**config.mk**
```make
export PLATFORM = sky130hd
export DESIGN_NAME = sync_length_tail_deframer
export DESIGN_NICKNAME = d
export VERILOG_FILES = /design/src/hw/rtl/sltd_pkg.sv /design/src/hw/rtl/sync_length_tail_deframer.sv
export SDC_FILE = /design/constraint.sdc
export NUM_CORES = 1
export LEC_CHECK = 0
export BUFFER_PORTS_ARGS = -buffer_cell sky130_fd_sc_hd__buf_2
export CORE_MARGIN = 10
export CORE_UTILIZATION = 55
export DETAILED_ROUTE_END_ITERATION = 10
export MAX_ROUTING_LAYER = met4
export PLACE_DENSITY_LB_ADDON = 0.05
export SLEW_MARGIN = 40
export SYNTH_ARGS = -nofsm -noshare
export SYNTH_HDL_FRONTEND = slang
export SYNTH_SLANG_ARGS = --single-unit
```
**constraint.sdc**
```tcl
create_clock -name clk -period 8.8 [get_ports clk]
set_clock_uncertainty 0.1 [all_clocks]
set_input_delay 0.88 -clock clk [delete_from_list [all_inputs] [get_ports clk]]
set_output_delay 0.88 -clock clk [all_outputs]
set_load 0.005 [all_outputs]
```
**src/hw/rtl/sltd_pkg.sv**
```systemverilog
`default_nettype none
// ----------------------------------------------------------------------------
// sltd_pkg: shared types and constants of the sync/length/tail deframer
// Holds the parser phase type, the result kind codes and the fixed byte
// values of the frame format.
// ----------------------------------------------------------------------------
package sltd_pkg;

    typedef enum logic [3:0] {
        PH_HUNT1 = 4'd0,
        PH_HUNT2 = 4'd1,
        PH_TYPE0 = 4'd2,
        PH_TYPE1 = 4'd3,
        PH_SRC   = 4'd4,
        PH_TGT   = 4'd5,
        PH_LEN   = 4'd6,
        PH_PAY   = 4'd7,
        PH_TAIL1 = 4'd8,
        PH_TAIL2 = 4'd9
    } phase_t;

    typedef logic [2:0] kind_t;

    localparam kind_t KIND_TYPE     = 3'd0;
    localparam kind_t KIND_SRC_ID   = 3'd1;
    localparam kind_t KIND_TGT_ID   = 3'd2;
    localparam kind_t KIND_PAYLOAD  = 3'd3;
    localparam kind_t KIND_GOOD_END = 3'd4;
    localparam kind_t KIND_BAD_TAIL = 3'd5;
    localparam kind_t KIND_TOO_LONG = 3'd6;

    localparam logic [7:0]  SYNC_FIRST    = 8'hFF;
    localparam logic [7:0]  SYNC_SECOND   = 8'hFE;
    localparam logic [7:0]  TAIL_BYTE     = 8'hFF;
    localparam logic [1:0]  LEN_LAST_BYTE = 2'd3;
    localparam logic [31:0] MAX_LEN_RESET = 32'd1048576;

endpackage : sltd_pkg
`default_nettype wire

```
**src/hw/rtl/sync_length_tail_deframer.sv**
```systemverilog
`default_nettype none
// ----------------------------------------------------------------------------
// sync_length_tail_deframer: byte-serial frame parser
// Hunts for the sync pair, then parses type, identifiers, length, payload
// and tail, producing at most one result item per received byte.
// ----------------------------------------------------------------------------
// Output: a result is registered and appears on the output in the cycle after its byte is taken.
// Throughput: one byte per cycle unless a held result is stalled at the output;
// the output register lets a new byte in while the previous result is being taken.
// Reset: parser hunts for the first sync byte, output is empty and the
// maximum payload length returns to 1048576.
module sync_length_tail_deframer #(
    parameter int ID_BYTES = 32
) (
    input  wire logic        clk,
    input  wire logic        rst_n,
    input  wire logic        in_valid,
    output logic             in_stall,
    input  wire logic [7:0]  in_byte,
    output logic             out_valid,
    input  wire logic        out_stall,
    output sltd_pkg::kind_t  kind,
    output logic [7:0]       byte_value,
    output logic [15:0]      frame_type,
    output logic [31:0]      payload_length,
    output logic             last,
    input  wire logic        cfg_wr_en,
    input  wire logic [31:0] cfg_wr_data
);
    import sltd_pkg::*;

    localparam int CNT_W = (ID_BYTES > 4) ? $clog2(ID_BYTES) : 2;
    localparam logic [CNT_W-1:0] ID_LAST = CNT_W'(ID_BYTES - 1);

    phase_t            phase_reg, phase_next;
    logic [CNT_W-1:0]  field_cnt_reg, field_cnt_next;
    logic [15:0]       type_reg, type_next;
    logic [31:0]       len_reg, len_next;
    logic [31:0]       pay_cnt_reg, pay_cnt_next;
    logic              id_ended_reg, id_ended_next;
    logic              tail_ok_reg, tail_ok_next;
    logic [31:0]       max_len_reg;

    logic              out_valid_reg;
    kind_t             kind_reg;
    logic [7:0]        byte_reg;
    logic [15:0]       frame_type_reg;
    logic [31:0]       length_reg;

    logic              in_acc;
    logic              res_valid;
    kind_t             res_kind;
    logic [7:0]        res_byte;

    assign in_stall = out_valid_reg && out_stall;
    assign in_acc   = in_valid && !in_stall;

    always_ff @(posedge clk or negedge rst_n)
    begin
        if (!rst_n)
        begin
            max_len_reg <= MAX_LEN_RESET;
        end
        else if (cfg_wr_en)
        begin
            max_len_reg <= cfg_wr_data;
        end
    end

    always_ff @(posedge clk or negedge rst_n)
    begin
        if (!rst_n)
        begin
            phase_reg     <= PH_HUNT1;
            field_cnt_reg <= '0;
            type_reg      <= '0;
            len_reg       <= '0;
            pay_cnt_reg   <= '0;
            id_ended_reg  <= 1'b0;
            tail_ok_reg   <= 1'b0;
        end
        else if (in_acc)
        begin
            phase_reg     <= phase_next;
            field_cnt_reg <= field_cnt_next;
            type_reg      <= type_next;
            len_reg       <= len_next;
            pay_cnt_reg   <= pay_cnt_next;
            id_ended_reg  <= id_ended_next;
            tail_ok_reg   <= tail_ok_next;
        end
    end

    always_comb
    begin
        phase_next     = phase_reg;
        field_cnt_next = field_cnt_reg;
        type_next      = type_reg;
        len_next       = len_reg;
        pay_cnt_next   = pay_cnt_reg;
        id_ended_next  = id_ended_reg;
        tail_ok_next   = tail_ok_reg;
        res_valid      = 1'b0;
        res_kind       = KIND_TYPE;
        res_byte       = '0;

        unique case (phase_reg)
            PH_HUNT2:
            begin
                if (in_byte == SYNC_SECOND)
                begin
                    phase_next     = PH_TYPE0;
                    type_next      = '0;
                    len_next       = '0;
                    pay_cnt_next   = '0;
                    field_cnt_next = '0;
                    id_ended_next  = 1'b0;
                    tail_ok_next   = 1'b0;
                end
                else if (in_byte != SYNC_FIRST)
                begin
                    phase_next = PH_HUNT1;
                end
            end
            PH_TYPE0:
            begin
                type_next  = {8'h00, in_byte};
                phase_next = PH_TYPE1;
            end
            PH_TYPE1:
            begin
                type_next      = {in_byte, type_reg[7:0]};
                res_valid      = 1'b1;
                res_kind       = KIND_TYPE;
                field_cnt_next = '0;
                id_ended_next  = 1'b0;
                phase_next     = PH_SRC;
            end
            PH_SRC, PH_TGT:
            begin
                if (!id_ended_reg && in_byte != 8'h00)
                begin
                    res_valid = 1'b1;
                    res_kind  = (phase_reg == PH_SRC) ? KIND_SRC_ID : KIND_TGT_ID;
                    res_byte  = in_byte;
                end
                else
                begin
                    id_ended_next = 1'b1;
                end
                field_cnt_next = field_cnt_reg + 1'b1;
                if (field_cnt_reg == ID_LAST)
                begin
                    field_cnt_next = '0;
                    id_ended_next  = 1'b0;
                    phase_next     = (phase_reg == PH_SRC) ? PH_TGT : PH_LEN;
                end
            end
            PH_LEN:
            begin
                case (field_cnt_reg[1:0])
                    2'd0:    len_next = len_reg | {24'h000000, in_byte};
                    2'd1:    len_next = len_reg | {16'h0000, in_byte, 8'h00};
                    2'd2:    len_next = len_reg | {8'h00, in_byte, 16'h0000};
                    default: len_next = len_reg | {in_byte, 24'h000000};
                endcase
                field_cnt_next = field_cnt_reg + 1'b1;
                if (field_cnt_reg[1:0] == LEN_LAST_BYTE)
                begin
                    field_cnt_next = '0;
                    pay_cnt_next   = '0;
                    if (len_next > max_len_reg)
                    begin
                        res_valid  = 1'b1;
                        res_kind   = KIND_TOO_LONG;
                        phase_next = PH_HUNT1;
                    end
                    else if (len_next == 32'd0)
                    begin
                        phase_next = PH_TAIL1;
                    end
                    else
                    begin
                        phase_next = PH_PAY;
                    end
                end
            end
            PH_PAY:
            begin
                res_valid    = 1'b1;
                res_kind     = KIND_PAYLOAD;
                res_byte     = in_byte;
                pay_cnt_next = pay_cnt_reg + 32'd1;
                if (pay_cnt_next == len_reg)
                begin
                    phase_next = PH_TAIL1;
                end
            end
            PH_TAIL1:
            begin
                tail_ok_next = (in_byte == TAIL_BYTE);
                phase_next   = PH_TAIL2;
            end
            PH_TAIL2:
            begin
                res_valid  = 1'b1;
                res_kind   = (tail_ok_reg && in_byte == TAIL_BYTE) ? KIND_GOOD_END
                                                                   : KIND_BAD_TAIL;
                phase_next = PH_HUNT1;
            end
            default:
            begin
                phase_next = (in_byte == SYNC_FIRST) ? PH_HUNT2 : PH_HUNT1;
            end
        endcase
    end

    always_ff @(posedge clk or negedge rst_n)
    begin
        if (!rst_n)
        begin
            out_valid_reg <= 1'b0;
        end
        else if (in_acc)
        begin
            out_valid_reg <= res_valid;
        end
        else if (!out_stall)
        begin
            out_valid_reg <= 1'b0;
        end
    end

    always_ff @(posedge clk)
    begin
        if (in_acc && res_valid)
        begin
            kind_reg       <= res_kind;
            byte_reg       <= res_byte;
            frame_type_reg <= type_next;
            length_reg     <= (res_kind == KIND_TYPE || res_kind == KIND_SRC_ID ||
                               res_kind == KIND_TGT_ID) ? 32'd0 : len_next;
        end
    end

    assign out_valid      = out_valid_reg;
    assign kind           = kind_reg;
    assign byte_value     = byte_reg;
    assign frame_type     = frame_type_reg;
    assign payload_length = length_reg;
    assign last           = (kind_reg == KIND_GOOD_END) || (kind_reg == KIND_BAD_TAIL) ||
                            (kind_reg == KIND_TOO_LONG);

    a_stall_needs_result: assert property (@(posedge clk) disable iff (!rst_n)
        in_stall |-> out_valid_reg)
        else $error("input stalled while no result is held");

    a_field_count_range: assert property (@(posedge clk) disable iff (!rst_n)
        (phase_reg == PH_SRC || phase_reg == PH_TGT) |-> (field_cnt_reg <= ID_LAST))
        else $error("identifier byte count out of range");

    a_payload_count_range: assert property (@(posedge clk) disable iff (!rst_n)
        (phase_reg == PH_PAY) |-> (pay_cnt_reg < len_reg))
        else $error("payload count reached length inside payload phase");

    a_too_long_hunts: assert property (@(posedge clk) disable iff (!rst_n)
        (in_acc && res_valid && res_kind == KIND_TOO_LONG) |=> (phase_reg == PH_HUNT1))
        else $error("parser did not resume hunting after an oversize length");

    a_type_then_source: assert property (@(posedge clk) disable iff (!rst_n)
        (in_acc && res_valid && res_kind == KIND_TYPE)
            |=> (phase_reg == PH_SRC && field_cnt_reg == '0 && out_valid_reg))
        else $error("type result not followed by the source identifier field");

endmodule : sync_length_tail_deframer
`default_nettype wire
```
==> reports/metrics.csv <==
metric,value,unit
initial_core_util,55.9,%
route.detailed.drc,0,
critical_path.slowest_cell,a21oi_4,
p_leak,0.00519,µW
ctsResizeCount,0,
setup.worst_path.end_class,register,
crit_type,reg2reg,
worstSetupStartpointType,register,
yosysUniqueCellTypes,77,
path_cells,inv_1 -> ha_1 -> or3_1 -> nand2_1 -> nand2_1 -> ha_1 -> nand4_1 -> nor4_1 -> a211oi_1 -> o31a_1 -> a211oi_1 -> nand3_1 -> a21oi_4 -> buf_4,
rows,50,
drt_iter0_markers,897,
status,finished clean,
ys_seq_area_share,46.5,%
crit_path_max_incr_delay,0.61,ns
post_cts_buffers,0,
peakVddDrop,152,µV
drv_cap,0,
fmax,177,MHz
synthCells,1153,
drt-total-wl,30900,µm
cts_tree,built,
diodes,0,
ys.flop_type,dfrtp_1,
finalHoldViolations,0,
syn_area,0.0105,mm²
hpwl,21700,µm
internal_power,1500,µW
overflow,0,
ant_nets,0,
period_minus_slack,5.66,ns
final_layout_size_suffix_gt1_share,14.8,%
clock_latency,0.44,ns
cts.htree.levels,4,
clockRootBuffer,clkbuf_16,
die_height,158,µm
synth_top_area_cell,dfrtp_1,
io_buffers,106,
holdWs,0.205,ns
hold_class,in2async,
fin_ws,3.14,ns
grt_setup_unrepaired,no,
synthesis.nets,1238,
final_util,62.7,%
antenna_found_initial,0,
cts_hold_buf,0,
pin_count,107,
core-area,0.0188,mm²
wl_per_cell,21.1,µm
tns,0,ns
setup_violations,0,
place_ws,3.24,ns
r2r_slack,3.14,ns
worst_slew_pin_slew,0.837,ns
power_switching,664,µW
synthArstFlopShare,67.8,%
fp.dieW,158,µm
cts_sinks,183,
synthTopCellsByArea,"dfrtp_1 (29%), edfxtp_1 (17%), nand2_1 (6.5%)",
ctsLongestPathBuffers,2,
comb_power_share,17.6,%
drv_slew,0,
grt_max_degree,79,
grt_pass1_vias,8578,
first_pass_iters,5,
final.period_utilization,64.3,%
crit_buf_inv,2,
area_growth,12.2,%
clockPowerShare,35.8,%
synth_top_area_share,29.3,%
numCtsBuffers,17,
clk_pin_slew,0.07,ns
synth_edf_count,59,
required,8.78,ns
worstPathArrival,5.64,ns
via_per_inst,6.22,
grt_use_total,25.6,%
yosys-top-cells-count,"nand2_1 (183), o21ai_0 (127), dfrtp_1 (123)",
cp_max_fo,41,
nNetsFinal,1305,
place_congestion,0.947,
vias,9123,
grt_pass1_wl,48600,µm
yosysMostFrequentCell,nand2_1,
dieArea,0.0250,mm²
switching_share,30.8,%
ys.warnings.count,0,
avgSynthCellArea,9.10,µm²
synth-seq-cells,183,
pwr-share-seq,46.6,%
relSlewSlack,44.0,%
power_density,183,mW/mm²
crit_family,compound AO/OA/AOI/OAI gates,
-- cells by family (layout without fill, tap and decap cells) --
logic type	after synthesis	after routing	share of synthesized area [%]
AOI/OAI and AO/OA	332	332	19.9
xor gates and xnor gates	38	38	3.17
adders and majority gates	40	40	4.77
buffers and inverters	118	198	4.41
DFF	183	183	46.5
muxes	7	7	0.704
and+or+nand+nor	435	435	20.6
-- metrics by stage --
stage          total power (µW)  cell area, µm²  std cells
2_1_floorplan              1240           10500       1153
3_3_place_gp               1390           11100       1434
3_5_place_dp               1400           11200       1434
4_1_cts                    2170           11700       1466
5_1_grt                    2260           11800       1467
6_report                   2160           11800       1467
-- power groups by stage --
stage                     registers, µW  logic, µW  clock network [µW]
after floorplan                    1010        236                   0
after global placement             1020        368                   0
after detailed placement           1020        372                   0
after CTS                          1010        377                 783
after global routing               1020        425                 819
final                              1010        379                 774
-- routing by layer --
layer / track usage, % / routed length [µm] / share of wire, %
met5: - / 0 / 0
met4: 6.62 / 519 / 1.7
met3: 4.37 / 2070 / 6.7
met2: 37.9 / 14400 / 46
met1: 35.9 / 13900 / 45
-- cell usage in the layout (no fill, tap or decap), drive strengths merged, types with 3 or more instances in the layout --
cell | synthesis | final
clkbuf | 60 | 17
nor2 | 66 | 66
nand4 | 24 | 24
nor2b | 27 | 27
o41ai | 8 | 8
edfxtp | 59 | 59
xnor2 | 23 | 23
a211oi | 6 | 6
mux2 | 3 | 3
xor2 | 15 | 15
nand2 | 183 | 183
a211o | 3 | 3
and3 | 14 | 14
or4 | 3 | 3
a21o | 6 | 6
and4 | 5 | 5
mux2i | 4 | 4
a22o | 53 | 53
o31ai | 15 | 15
and2 | 7 | 7
or3 | 7 | 7
clkinv | 0 | 5
nor3 | 13 | 13
nor4 | 21 | 21
a31oi | 9 | 9
or2 | 4 | 4
ha | 40 | 40
a21oi | 74 | 74
inv | 46 | 54
buf | 12 | 120
nand3 | 51 | 51
dfrtp | 123 | 123
o21a | 6 | 6
o21ai | 129 | 129
nand2b | 4 | 4
-- final cells by class --
class                           instances  area (µm²)
Multi-Input combinational cell        852        5180
Clock inverter                         15         160
Tap cell                              234         293
Sequential cell                       183        4880
Clock buffer                           17         425
Fill cell                            1610        6990
Timing Repair Buffer                  120         664
Inverter                               46         173
-- path summary, 6_finish.rpt --
check                                                  start                          end  cells past startpoint
max in group asynchronous                              rst_n      len_reg[25]$_DFFE_PN0P_                      3
worst max-delay path            field_cnt_reg[0]$_DFFE_PN0P_      byte_value[2]$_DFFE_PP_                     14
worst min-delay path                                   rst_n  pay_cnt_reg[21]$_DFFE_PN0P_                      1
worst min register to register       type_reg[8]$_DFFE_PN0P_      type_reg[8]$_DFFE_PN0P_                      2
min in group clk                     type_reg[8]$_DFFE_PN0P_      type_reg[8]$_DFFE_PN0P_                      2
worst max register to register  field_cnt_reg[0]$_DFFE_PN0P_      byte_value[2]$_DFFE_PP_                     14
No activity file was read; power rests on OpenSTA's default activity.
